## src/rtl/marwt_pkg.sv

```systemverilog
// ----------------------------------------------------------------------------
// marwt_pkg: shared types and codes for the route winner table
// Slot layout, operation and status codes, result bundle and the route
// preference compare.
// ----------------------------------------------------------------------------
package marwt_pkg;

    // default table depth
    localparam int MAX_AREAS_DEF = 8;

    // operation codes (five to seven act as read winner)
    localparam logic [2:0] FUNC_ADD     = 3'd0;
    localparam logic [2:0] FUNC_REPLACE = 3'd1;
    localparam logic [2:0] FUNC_DELETE  = 3'd2;
    localparam logic [2:0] FUNC_LOOKUP  = 3'd3;
    localparam logic [2:0] FUNC_READ    = 3'd4;

    // status codes
    localparam logic [1:0] ST_OK      = 2'd0;
    localparam logic [1:0] ST_ABSENT  = 2'd1;
    localparam logic [1:0] ST_PRESENT = 2'd2;
    localparam logic [1:0] ST_FULL    = 2'd3;

    // one stored route
    typedef struct packed {
        logic [31:0] area;
        logic [1:0]  kind;
        logic [23:0] cost;
        logic [31:0] hop;
    } slot_t;

    // route fields returned by a lookup
    typedef struct packed {
        logic [1:0]  kind;
        logic [23:0] cost;
        logic [31:0] hop;
    } found_t;

    // one result item
    typedef struct packed {
        logic [1:0] status;
        logic       changed;
        logic       empty;
        slot_t      winner;
        found_t     found;
    } res_t;

    // true when route a is preferred over route b:
    // lower path type, then lower cost, then higher area id
    function automatic logic better(input slot_t a, input slot_t b);
        logic res;
        res = (a.kind < b.kind) ||
              ((a.kind == b.kind) &&
               ((a.cost < b.cost) ||
                ((a.cost == b.cost) && (a.area > b.area))));
        return res;
    endfunction

endpackage

```

## src/rtl/marwt_slot_mem.sv

```systemverilog
// ----------------------------------------------------------------------------
// marwt_slot_mem: route slot storage
// One write port, one read port, read data registered.
// ----------------------------------------------------------------------------
module marwt_slot_mem #(
    parameter int DEPTH = marwt_pkg::MAX_AREAS_DEF
) (
    input  logic                      clk,
    input  logic                      wr_en,
    input  logic [$clog2(DEPTH)-1:0]  wr_addr,
    input  marwt_pkg::slot_t          wr_data,
    input  logic [$clog2(DEPTH)-1:0]  rd_addr,
    output marwt_pkg::slot_t          rd_data
);

    marwt_pkg::slot_t mem [DEPTH];

    // write port
    always_ff @(posedge clk)
    begin
        if (wr_en)
        begin
            mem[wr_addr] <= wr_data;
        end
    end

    // registered read port
    always_ff @(posedge clk)
    begin
        rd_data <= mem[rd_addr];
    end

endmodule

```

## src/rtl/marwt_seq.sv

```systemverilog
// ----------------------------------------------------------------------------
// marwt_seq: operation sequencer
// Scans the slot memory for the area, applies the update, on a change rescans
// for the winner and builds the result item. Valid bits and winner live here.
// ----------------------------------------------------------------------------
module marwt_seq #(
    parameter int MAX_AREAS = marwt_pkg::MAX_AREAS_DEF
) (
    input  logic                          clk,
    input  logic                          rst_n,
    // command side
    input  logic                          in_valid,
    output logic                          in_stall,
    input  logic [2:0]                    func,
    input  marwt_pkg::slot_t              route,
    // result side
    output logic                          res_valid,
    input  logic                          res_ready,
    output marwt_pkg::res_t               res,
    // slot memory
    output logic                          mem_wr_en,
    output logic [$clog2(MAX_AREAS)-1:0]  mem_wr_addr,
    output marwt_pkg::slot_t              mem_wr_data,
    output logic [$clog2(MAX_AREAS)-1:0]  mem_rd_addr,
    input  marwt_pkg::slot_t              mem_rd_data
);

    localparam int AW = $clog2(MAX_AREAS);
    localparam int CW = $clog2(MAX_AREAS + 1);
    localparam logic [CW-1:0] CNT_END = CW'(MAX_AREAS);

    // sequencer states
    localparam logic [2:0] S_IDLE   = 3'd0;
    localparam logic [2:0] S_FIND   = 3'd1;
    localparam logic [2:0] S_DECIDE = 3'd2;
    localparam logic [2:0] S_PICK   = 3'd3;
    localparam logic [2:0] S_FIN    = 3'd4;
    localparam logic [2:0] S_DONE   = 3'd5;

    // control state
    logic [2:0]           state_reg, state_next;
    logic [CW-1:0]        cnt_reg, cnt_next;
    logic                 rd_pend_reg, rd_pend_next;
    logic [MAX_AREAS-1:0] valid_reg, valid_next;
    logic                 win_present_reg, win_present_next;
    logic [AW-1:0]        win_slot_reg, win_slot_next;
    logic                 hit_reg, hit_next;
    logic                 best_have_reg, best_have_next;

    // payload state
    logic [2:0]           func_reg, func_next;
    marwt_pkg::slot_t     key_reg, key_next;
    logic [AW-1:0]        rd_slot_reg, rd_slot_next;
    logic [AW-1:0]        hit_slot_reg, hit_slot_next;
    logic [AW-1:0]        touch_slot_reg, touch_slot_next;
    marwt_pkg::slot_t     best_reg, best_next;
    logic [AW-1:0]        best_slot_reg, best_slot_next;
    marwt_pkg::slot_t     win_data_reg, win_data_next;
    logic [1:0]           status_reg, status_next;
    logic                 changed_reg, changed_next;
    marwt_pkg::found_t    found_reg, found_next;

    // lowest free slot
    logic                 free_any;
    logic [AW-1:0]        free_slot;

    always_comb
    begin
        free_any  = 1'b0;
        free_slot = '0;
        for (int i = MAX_AREAS - 1; i >= 0; i--)
        begin
            if (!valid_reg[i])
            begin
                free_any  = 1'b1;
                free_slot = AW'(i);
            end
        end
    end

    // next-state logic
    always_comb
    begin
        state_next       = state_reg;
        cnt_next         = cnt_reg;
        rd_pend_next     = rd_pend_reg;
        valid_next       = valid_reg;
        win_present_next = win_present_reg;
        win_slot_next    = win_slot_reg;
        hit_next         = hit_reg;
        best_have_next   = best_have_reg;
        func_next        = func_reg;
        key_next         = key_reg;
        rd_slot_next     = rd_slot_reg;
        hit_slot_next    = hit_slot_reg;
        touch_slot_next  = touch_slot_reg;
        best_next        = best_reg;
        best_slot_next   = best_slot_reg;
        win_data_next    = win_data_reg;
        status_next      = status_reg;
        changed_next     = changed_reg;
        found_next       = found_reg;

        mem_wr_en   = 1'b0;
        mem_wr_addr = hit_slot_reg;
        mem_wr_data = key_reg;
        mem_rd_addr = cnt_reg[AW-1:0];

        case (state_reg)
            S_IDLE:
            begin
                if (in_valid)
                begin
                    func_next    = func;
                    key_next     = route;
                    cnt_next     = '0;
                    rd_pend_next = 1'b0;
                    hit_next     = 1'b0;
                    found_next   = '0;
                    state_next   = S_FIND;
                end
            end

            // area search: one read per cycle, data checked in the next cycle
            S_FIND:
            begin
                if (rd_pend_reg && valid_reg[rd_slot_reg] &&
                    (mem_rd_data.area == key_reg.area))
                begin
                    hit_next      = 1'b1;
                    hit_slot_next = rd_slot_reg;
                    if (func_reg == marwt_pkg::FUNC_LOOKUP)
                    begin
                        found_next.kind = mem_rd_data.kind;
                        found_next.cost = mem_rd_data.cost;
                        found_next.hop  = mem_rd_data.hop;
                    end
                end
                if (cnt_reg == CNT_END)
                begin
                    rd_pend_next = 1'b0;
                    state_next   = S_DECIDE;
                end
                else
                begin
                    rd_pend_next = 1'b1;
                    rd_slot_next = cnt_reg[AW-1:0];
                    cnt_next     = cnt_reg + 1'b1;
                end
            end

            // apply the operation
            S_DECIDE:
            begin
                status_next    = marwt_pkg::ST_OK;
                changed_next   = 1'b0;
                state_next     = S_DONE;
                cnt_next       = '0;
                rd_pend_next   = 1'b0;
                best_have_next = 1'b0;
                case (func_reg)
                    marwt_pkg::FUNC_ADD, marwt_pkg::FUNC_REPLACE:
                    begin
                        if (hit_reg && (func_reg == marwt_pkg::FUNC_ADD))
                        begin
                            status_next = marwt_pkg::ST_PRESENT;
                        end
                        else if (hit_reg || free_any)
                        begin
                            mem_wr_en   = 1'b1;
                            mem_wr_addr = hit_reg ? hit_slot_reg : free_slot;
                            valid_next[mem_wr_addr] = 1'b1;
                            touch_slot_next = mem_wr_addr;
                            state_next  = S_PICK;
                        end
                        else
                        begin
                            status_next = marwt_pkg::ST_FULL;
                        end
                    end
                    marwt_pkg::FUNC_DELETE:
                    begin
                        if (!hit_reg)
                        begin
                            status_next = marwt_pkg::ST_ABSENT;
                        end
                        else
                        begin
                            valid_next[hit_slot_reg] = 1'b0;
                            touch_slot_next = hit_slot_reg;
                            state_next      = S_PICK;
                        end
                    end
                    marwt_pkg::FUNC_LOOKUP:
                    begin
                        if (!hit_reg)
                        begin
                            status_next = marwt_pkg::ST_ABSENT;
                        end
                    end
                    default:
                    begin
                        if (!win_present_reg)
                        begin
                            status_next = marwt_pkg::ST_ABSENT;
                        end
                    end
                endcase
            end

            // winner scan over all valid slots
            S_PICK:
            begin
                if (rd_pend_reg && valid_reg[rd_slot_reg] &&
                    (!best_have_reg || marwt_pkg::better(mem_rd_data, best_reg)))
                begin
                    best_have_next = 1'b1;
                    best_next      = mem_rd_data;
                    best_slot_next = rd_slot_reg;
                end
                if (cnt_reg == CNT_END)
                begin
                    rd_pend_next = 1'b0;
                    state_next   = S_FIN;
                end
                else
                begin
                    rd_pend_next = 1'b1;
                    rd_slot_next = cnt_reg[AW-1:0];
                    cnt_next     = cnt_reg + 1'b1;
                end
            end

            // commit new winner, flag a change
            S_FIN:
            begin
                changed_next = (win_present_reg != best_have_reg) ||
                               (best_have_reg && (win_slot_reg != best_slot_reg)) ||
                               (win_present_reg && (win_slot_reg == touch_slot_reg)) ||
                               (best_have_reg && (best_slot_reg == touch_slot_reg));
                win_present_next = best_have_reg;
                win_slot_next    = best_have_reg ? best_slot_reg : '0;
                win_data_next    = best_reg;
                state_next       = S_DONE;
            end

            S_DONE:
            begin
                if (res_ready)
                begin
                    state_next = S_IDLE;
                end
            end

            default:
            begin
                state_next = S_IDLE;
            end
        endcase
    end

    // handshake and result bundle
    assign in_stall      = (state_reg != S_IDLE);
    assign res_valid     = (state_reg == S_DONE);
    assign res.status    = status_reg;
    assign res.changed   = changed_reg;
    assign res.empty     = ~win_present_reg;
    assign res.winner    = win_present_reg ? win_data_reg : '0;
    assign res.found     = found_reg;

    // control registers
    always_ff @(posedge clk or negedge rst_n)
    begin
        if (!rst_n)
        begin
            state_reg       <= S_IDLE;
            cnt_reg         <= '0;
            rd_pend_reg     <= 1'b0;
            valid_reg       <= '0;
            win_present_reg <= 1'b0;
            win_slot_reg    <= '0;
            hit_reg         <= 1'b0;
            best_have_reg   <= 1'b0;
        end
        else
        begin
            state_reg       <= state_next;
            cnt_reg         <= cnt_next;
            rd_pend_reg     <= rd_pend_next;
            valid_reg       <= valid_next;
            win_present_reg <= win_present_next;
            win_slot_reg    <= win_slot_next;
            hit_reg         <= hit_next;
            best_have_reg   <= best_have_next;
        end
    end

    // payload registers
    always_ff @(posedge clk)
    begin
        func_reg       <= func_next;
        key_reg        <= key_next;
        rd_slot_reg    <= rd_slot_next;
        hit_slot_reg   <= hit_slot_next;
        touch_slot_reg <= touch_slot_next;
        best_reg       <= best_next;
        best_slot_reg  <= best_slot_next;
        win_data_reg   <= win_data_next;
        status_reg     <= status_next;
        changed_reg    <= changed_next;
        found_reg      <= found_next;
    end

endmodule

```

## src/rtl/multi_area_route_winner_table.sv

```systemverilog
// ----------------------------------------------------------------------------
// multi_area_route_winner_table: per-destination route winner table
// Holds one route per area and reports the preferred route after each item.
// ----------------------------------------------------------------------------
// Usage:
//   Input channel in_valid/in_stall carries one command item (func, area_id,
//   path_kind, route_cost, next_hop). Output channel out_valid/out_stall
//   returns exactly one result item per command.
//   Each item first scans the slot memory for its area, one slot read per
//   cycle. Add, replace and delete that change the table rescan the memory
//   to pick the winner; lookups, reads and failed updates skip the rescan.
//   One item is worked on at a time: the next is taken once the sequencer
//   has passed its result to the output register and returned to idle, so
//   a new item is not accepted before the last one is through; the two
//   memory scans set the pace.
//   The result goes to an output register, so the next item is accepted
//   while a result waits; a stalled receiver holds the result and the
//   finished item behind it, and in_stall stays high until room frees up.
//   Reset clears all slot valid bits and the winner; slot contents are not
//   cleared and no sweep runs, so items are accepted right after reset.
// ----------------------------------------------------------------------------
module multi_area_route_winner_table #(
    parameter int MAX_AREAS = marwt_pkg::MAX_AREAS_DEF
) (
    input  logic        clk,
    input  logic        rst_n,
    // command channel
    input  logic        in_valid,
    output logic        in_stall,
    input  logic [2:0]  func,
    input  logic [31:0] area_id,
    input  logic [1:0]  path_kind,
    input  logic [23:0] route_cost,
    input  logic [31:0] next_hop,
    // result channel
    output logic        out_valid,
    input  logic        out_stall,
    output logic [1:0]  status,
    output logic        winner_update,
    output logic        table_empty,
    output logic [31:0] winner_area,
    output logic [1:0]  winner_path_kind,
    output logic [23:0] winner_cost,
    output logic [31:0] winner_next_hop,
    output logic [1:0]  found_path_kind,
    output logic [23:0] found_cost,
    output logic [31:0] found_next_hop
);

    localparam int AW = $clog2(MAX_AREAS);

    marwt_pkg::slot_t route;
    marwt_pkg::slot_t mem_wr_data;
    marwt_pkg::slot_t mem_rd_data;
    logic             mem_wr_en;
    logic [AW-1:0]    mem_wr_addr;
    logic [AW-1:0]    mem_rd_addr;
    logic             res_valid;
    logic             res_ready;
    marwt_pkg::res_t  res;

    logic             out_valid_reg, out_valid_next;
    marwt_pkg::res_t  out_reg, out_next;

    assign route.area = area_id;
    assign route.kind = path_kind;
    assign route.cost = route_cost;
    assign route.hop  = next_hop;

    marwt_seq #(
        .MAX_AREAS (MAX_AREAS)
    ) u_seq (
        .clk         (clk),
        .rst_n       (rst_n),
        .in_valid    (in_valid),
        .in_stall    (in_stall),
        .func        (func),
        .route       (route),
        .res_valid   (res_valid),
        .res_ready   (res_ready),
        .res         (res),
        .mem_wr_en   (mem_wr_en),
        .mem_wr_addr (mem_wr_addr),
        .mem_wr_data (mem_wr_data),
        .mem_rd_addr (mem_rd_addr),
        .mem_rd_data (mem_rd_data)
    );

    marwt_slot_mem #(
        .DEPTH (MAX_AREAS)
    ) u_mem (
        .clk     (clk),
        .wr_en   (mem_wr_en),
        .wr_addr (mem_wr_addr),
        .wr_data (mem_wr_data),
        .rd_addr (mem_rd_addr),
        .rd_data (mem_rd_data)
    );

    // output register: loads when empty or being drained
    assign res_ready = ~out_valid_reg | ~out_stall;

    always_comb
    begin
        out_valid_next = out_valid_reg;
        out_next       = out_reg;
        if (res_valid && res_ready)
        begin
            out_valid_next = 1'b1;
            out_next       = res;
        end
        else if (!out_stall)
        begin
            out_valid_next = 1'b0;
        end
    end

    always_ff @(posedge clk or negedge rst_n)
    begin
        if (!rst_n)
        begin
            out_valid_reg <= 1'b0;
        end
        else
        begin
            out_valid_reg <= out_valid_next;
        end
    end

    always_ff @(posedge clk)
    begin
        out_reg <= out_next;
    end

    // result ports
    assign out_valid        = out_valid_reg;
    assign status           = out_reg.status;
    assign winner_update    = out_reg.changed;
    assign table_empty      = out_reg.empty;
    assign winner_area      = out_reg.winner.area;
    assign winner_path_kind = out_reg.winner.kind;
    assign winner_cost      = out_reg.winner.cost;
    assign winner_next_hop  = out_reg.winner.hop;
    assign found_path_kind  = out_reg.found.kind;
    assign found_cost       = out_reg.found.cost;
    assign found_next_hop   = out_reg.found.hop;

endmodule
```

## config.mk

```make
export PLATFORM = sky130hd
export DESIGN_NAME = multi_area_route_winner_table
export DESIGN_NICKNAME = d
export VERILOG_FILES = /design/src/rtl/marwt_pkg.sv /design/src/rtl/marwt_slot_mem.sv /design/src/rtl/marwt_seq.sv /design/src/rtl/multi_area_route_winner_table.sv
export SDC_FILE = /design/constraint.sdc
export NUM_CORES = 1
export LEC_CHECK = 0
export BUFFER_PORTS_ARGS = -buffer_cell sky130_fd_sc_hd__buf_2
export CAP_MARGIN = 40
export CORE_UTILIZATION = 35
export DETAILED_ROUTE_END_ITERATION = 7
export GPL_TIMING_DRIVEN = 0
export PLACE_DENSITY_LB_ADDON = 0.12
export SLEW_MARGIN = 10
export SYNTH_ARGS = -nofsm -noshare
export SYNTH_HDL_FRONTEND = slang
export SYNTH_SLANG_ARGS = --single-unit
```

## constraint.sdc

```tcl
create_clock -name clk -period 21.1 [get_ports clk]
set_input_delay 2.11 -clock clk [delete_from_list [all_inputs] [get_ports clk]]
set_output_delay 2.11 -clock clk [all_outputs]
set_load 0.03 [all_outputs]
```

# Word level (Yosys, flattened, before mapping)
# Memories as Yosys holds them, arrays and structs flattened. A register that Yosys moved wholly into a read port is not among the register bits.
# Index checks and enable logic that the tools add are counted.
[totals] register_bits=521 ramBits=720 inputBits=97 word_cells=202 n_memories=1
[mem_list] name="u_mem.mem" words=8 word_bits=90 rd=1 rd_clocked_by_memory_dff=1 wr=1 line_no="marwt_slot_mem.sv:16" text="marwt_pkg::slot_t mem [DEPTH];"
[classes] addsub=1 magnitude_cmp=8 n_eq_ne=28 n_mux=73 bitwise=8 reduce_logical=42
[ops] cell="$mux W58" count=3
[ops] cell="$pmux W58 S2" count=1
[ops] cell="$mux W3" count=24
[ops] cell="$eq A32 B32 Y1" count=1
[ops] cell="$gt A32 B32 Y1" count=1
[ops] cell="$mux W1" count=25
[ops] cell="$eq A24 B24 Y1" count=1
[ops] cell="$lt A24 B24 Y1" count=1
[ops] cell="$mux W8" count=3
[ops] cell="$ne A2 B1 Y1 const B" count=9
[ops] cell="$pmux W3 S6" count=1
[ops] cell="$pmux W8 S2" count=1
[ops] cell="$eq A3 B2 Y1 const B" count=4
[ops] cell="$logic_and A1 B1 Y1" count=12
[ops] cell="$lt A3 B4 Y1 const B" count=3
[ops] cell="$pmux W3 S2" count=2
[ops] cell="$pmux W4 S3" count=1
[ops] cell="$reduce_and A2 Y1" count=6
[ops] cell="$and A8 B8 Y8" count=1
[ops] cell="$mux W4" count=2
[ops] cell="$not A8 Y8" count=1
[ops] cell="$or A8 B8 Y8" count=1
[ops] cell="$reduce_and A4 Y1" count=2
[ops] cell="$reduce_bool A2 Y1" count=4
[ops] cell="other kinds (26)" count=50

# Logic depth before layout (Yosys ltp)
[depth] ltp_word=17 mapped_depth=10 ltp_nobuf=8

# Cells and area by module
# A second synthesis with hierarchy kept.
[unflattened] cells_unflattened=2257 hier_area_um2=48228.8
[modules_own_cells] module="marwt_slot_mem" n_inst=1 cells_each=1143 area_per_inst_um2=28842.7
[modules_own_cells] module="marwt_seq" n_inst=1 cells_each=958 area_per_inst_um2=14774.2
[modules_own_cells] module="multi_area_route_winner_table" n_inst=1 cells_each=156 area_per_inst_um2=4611.9

# Least setup slack after synthesis
# OpenSTA, ideal clock, no wires.
[synth_path] path_type="register to register" start="reg u_seq.best_reg[54] in the netlist's numbering" end="reg u_seq.best_reg[0] in the netlist's numbering (enable)" setup_ns=1.038 arrival_time_ns=15.855 path_slack_ns=4.207 stages_incl_launch_ff=9 path_buffers=0 path_cell_list="edfxtp_1 -> inv_1 -> ha_1 -> nand4_1 -> nor4_1 -> nand2_1 -> a21oi_1 -> a32oi_1 -> a2111oi_0"
[synth_between] elab_chain_len=8 word_cells_on_any_way=9 cone_classes="1 x order compare; 1 x eq/ne; 7 x reduce/logical"
[synth_lines] item="start, declared" line_no="marwt_seq.sv:56" text="marwt_pkg::slot_t best_reg, best_next;"
[synth_lines] item="start signal, assigned" line_no="marwt_seq.sv:306" text="best_reg <= best_next;"
[synth_lines] item="parallel branches: the longest is 2 deep, another holds $lt A24 B24 Y1"
[synth_lines] item="$logic_or A1 B1 Y1 (*)" line_no="marwt_pkg.sv:54" text="((a.cost < b.cost) ||"
[synth_lines] item="$logic_and A1 B1 Y1 (*)" line_no="marwt_pkg.sv:53" text="((a.kind == b.kind) &&"
[synth_lines] item="$logic_or A1 B1 Y1 (*)" line_no="marwt_pkg.sv:52" text="res = (a.kind < b.kind) ||"
[synth_lines] item="$logic_or A1 B1 Y1 (*)" line_no="marwt_seq.sv:215" text="(!best_have_reg || marwt_pkg::better(mem_rd_data, best_reg)))"
[synth_lines] item="$logic_and A1 B1 Y1 (*)" line_no="marwt_seq.sv:214" text="if (rd_pend_reg && valid_reg[rd_slot_reg] &&"
[synth_lines] item="$reduce_and A2 Y1 (no line) (*)"
# Mark *: on every way between the ends.
# A chain may end at the register's enable or synchronous reset.

# Final worst setup path
[layout_path] start="reg u_seq.best_reg[54] in the netlist's numbering" end="reg u_seq.best_reg[27] in the netlist's numbering (enable)"
# The elaborated chain is that of the path after synthesis.

==> metrics.yaml <==
hold_viol: 0
post_drt_wl_per_cell_um: 24.3
cp_data_required_time_ps: 21560
stdcell_count: 4815
total_power_mw: 7.22
rsz0062_at_grt: "false"
p_per_area_nw_per_um2: 125
path_common_cell: "buf_2"
wirelength_um: 117000
largest_register: "u_mem.mem"
antenna_found_initial: 8
final.period_utilization_pct: 26.3
netlist_area_um2: 48000
port_buffers: 250
met2_usage_pct: 27.3
max_stage_delay_ps: 720
pre_cts_ws_ps: 15410
rows: 135
ant_nets: 0
place_inst: 4541
core_um2: 136000
htreeDepth: 4
io_pins: 251
clk_latency_ps: 760
setup_viol: 0
synth_cell_types: 53
clock-sinks: 1331
globalRouteMet1Util_pct: 23.8
critPathMaxFanout: 7
leakage_nw: 19.9
syn_inst: 2417
cts_buffers: 143
yosys_most_used_dff: "edfxtp_1"
grt_pass1_wl_um: 169000
grt-ovfl-total: 0
firstDrtPassIters: 5
worstSetupEndpointType: "flop"
cp_cell_sequence: "inv_1, ha_1, nand4_1, nor4_1, buf_2, nand2_1, nor3b_1, o2bb2ai_1, a2111oi_2, buf_2, buf_6, buf_2, buf_2, buf_2, buf_2, buf_2"
crit_slowest_cell: "nor4_1"
cts_buffer_depth: 3
area_delta_synth_final_pct: 20.1
dieArea_um2: 139000
ctsHoldBuffers: 0
ctsResizeCount: 0
outcome: "completed"
drcViolationCount: 0
reg2regPathDepth: 16
r2r-end: "u_seq.best_reg[27]"
grt.met3_usage_pct: 3.47
syn_area_per_cell_um2: 19.9
min_from: "u_seq.res[41]"
clk_pin_slew_ps: 60
min_path_cells: 0
viasPerCell: 4.83
async_flop_share_pct: 1.73
synth-edff-count: 1218
arrival_ps: 6000
worstReg2RegStart: "u_seq.best_reg[54]"
syn_nets: 2574
dr.first_iter.drc_count: 1847
fmax_mhz: 180
dieWidth_um: 372
die_h_um: 372
holdWs_ps: 412
ys_ff_latch: 1331
yosys_warnings: 0
fin_crit_ps: 5540
fin_skew_ps: 24.9
cts-root-buf: "clkbuf_16"
cts_setup_buffers: 0
tritoncts: "yes"
crit_path_start_kind: "flop"
min_to: "found_cost[9]"
ys_seq_area_share_pct: 81.1
finalSetupTns_ps: 0
place.gp.congestion: 0.762
max-vdd-ir-drop_mv: 0.0625
setup_slack_ps: 15560
largest_reg_flops: 720
drive_gt1_share_pct: 25.6
final_common_cell: "edfxtp_1"
r2r_slack_ps: 15560
tightest_slew_ps: 926
hold_path.class: "flop to flop"
layout_common_cells: "1,218 x edfxtp_1, 310 x nand2_1, 288 x buf_2"
grt_pass1_vias: 24300
vias: 23300
hpwlAfterDp_um: 78500
critPathKind: "flop to flop"
start_util_pct: 35.4
busiest_layer: "met2"
gr-usage-all-layers_pct: 17.2
drv_slew: 0
finalNetCount: 3064
cap_viol_max_count: 0
slew_headroom_pct: 38.2
grt_max_degree: 55
through the flow:
stage,utilization (%),cell area [um2]
4_1_cts,42.5,57700
3_3_place_gp,37.9,51500
3_5_place_dp,39.1,53100
2_1_floorplan,-,48000
5_1_grt,42.5,57700
6_report,42.5,57700
Yosys cell counts, drive strengths merged, types with 8 or more instances:
| master | number | area [um2] |
|---|---|---|
| a21oi | 27 | 135 |
| and2 | 148 | 926 |
| buf | 24 | 118 |
| clkbuf | 58 | 218 |
| dfrtp | 23 | 576 |
| dfxtp | 90 | 1800 |
| edfxtp | 1218 | 36600 |
| ha | 60 | 751 |
| inv | 70 | 263 |
| mux4 | 182 | 4100 |
| nand2 | 310 | 1160 |
| nand3 | 9 | 45.0 |
| nand4 | 18 | 113 |
| nor2 | 20 | 75.1 |
| nor2b | 8 | 50.1 |
| nor3 | 11 | 55.1 |
| o21ai | 31 | 155 |
| xnor2 | 18 | 158 |
| xor2 | 20 | 175 |
layout make-up:
type / instances / area [um2]
inverters: 70 / 275
plain buffers: 82 / 339
multi-input cells: 934 / 8560
clock inverters: 65 / 586
fillers: 12000 / 78100
clock buffers: 200 / 3980
diodes: 7 / 17.5
flip-flops and latches: 1331 / 39000
well taps: 1781 / 2230
repair buffers: 345 / 2770
logic make-up (layout without fill, tap and decap cells):
| kind of cell | Yosys count | after routing | synth area share [%] |
|---|---|---|---|
| adders and majority gates | 60 | 60 | 1.56 |
| and+or+nand+nor | 550 | 550 | 5.46 |
| buffers and inverters | 152 | 762 | 1.25 |
| other | 0 | 7 | 0 |
| AOI/OAI and AO/OA | 96 | 96 | 1.24 |
| xor gates and xnor gates | 38 | 38 | 0.693 |
| DFF | 1331 | 1331 | 81.1 |
| muxes | 190 | 190 | 8.71 |
worst max-delay path by stage:
stage	startpoint	to	slack, ps
6_report	u_seq.best_reg[54]	u_seq.best_reg[27]	15560
3_3_place_gp	u_seq.best_reg[54]	u_seq.best_reg[26]	-11030
4_1_cts	u_seq.best_reg[54]	u_seq.best_reg[27]	15390
5_1_grt	u_seq.best_reg[54]	u_seq.best_reg[26]	15230
2_1_floorplan	u_seq.best_reg[54]	u_seq.best_reg[0]	4210
3_5_place_dp	u_seq.best_reg[54]	u_seq.best_reg[26]	15410
per-layer routing:
metal / vias up / wire length, um
met4: 2 / 2550
met3: 156 / 6910
met1: 12100 / 51800
met2: 669 / 55800
met5: - / 15
li1: 10400 / -
worst max-delay path: cells and delay by family (launching register included):
family | cells | cell delay, ps
flip-flops | 1 | 340
AND/OR/NAND/NOR | 4 | 1780
AO/OA/AOI/OAI | 2 | 940
buffers and inverters | 9 | 1870
adder cells (fa/ha/maj) | 1 | 310
power breakdown:
group          total [mW]  internal [mW]  leakage, nW  switching (mW)
logic                1.50          0.607         5.61           0.895
registers            3.30           3.15         12.0           0.152
clock network        2.42           1.40         2.22            1.02
Note: power is estimated with default switching activity, not from simulation.
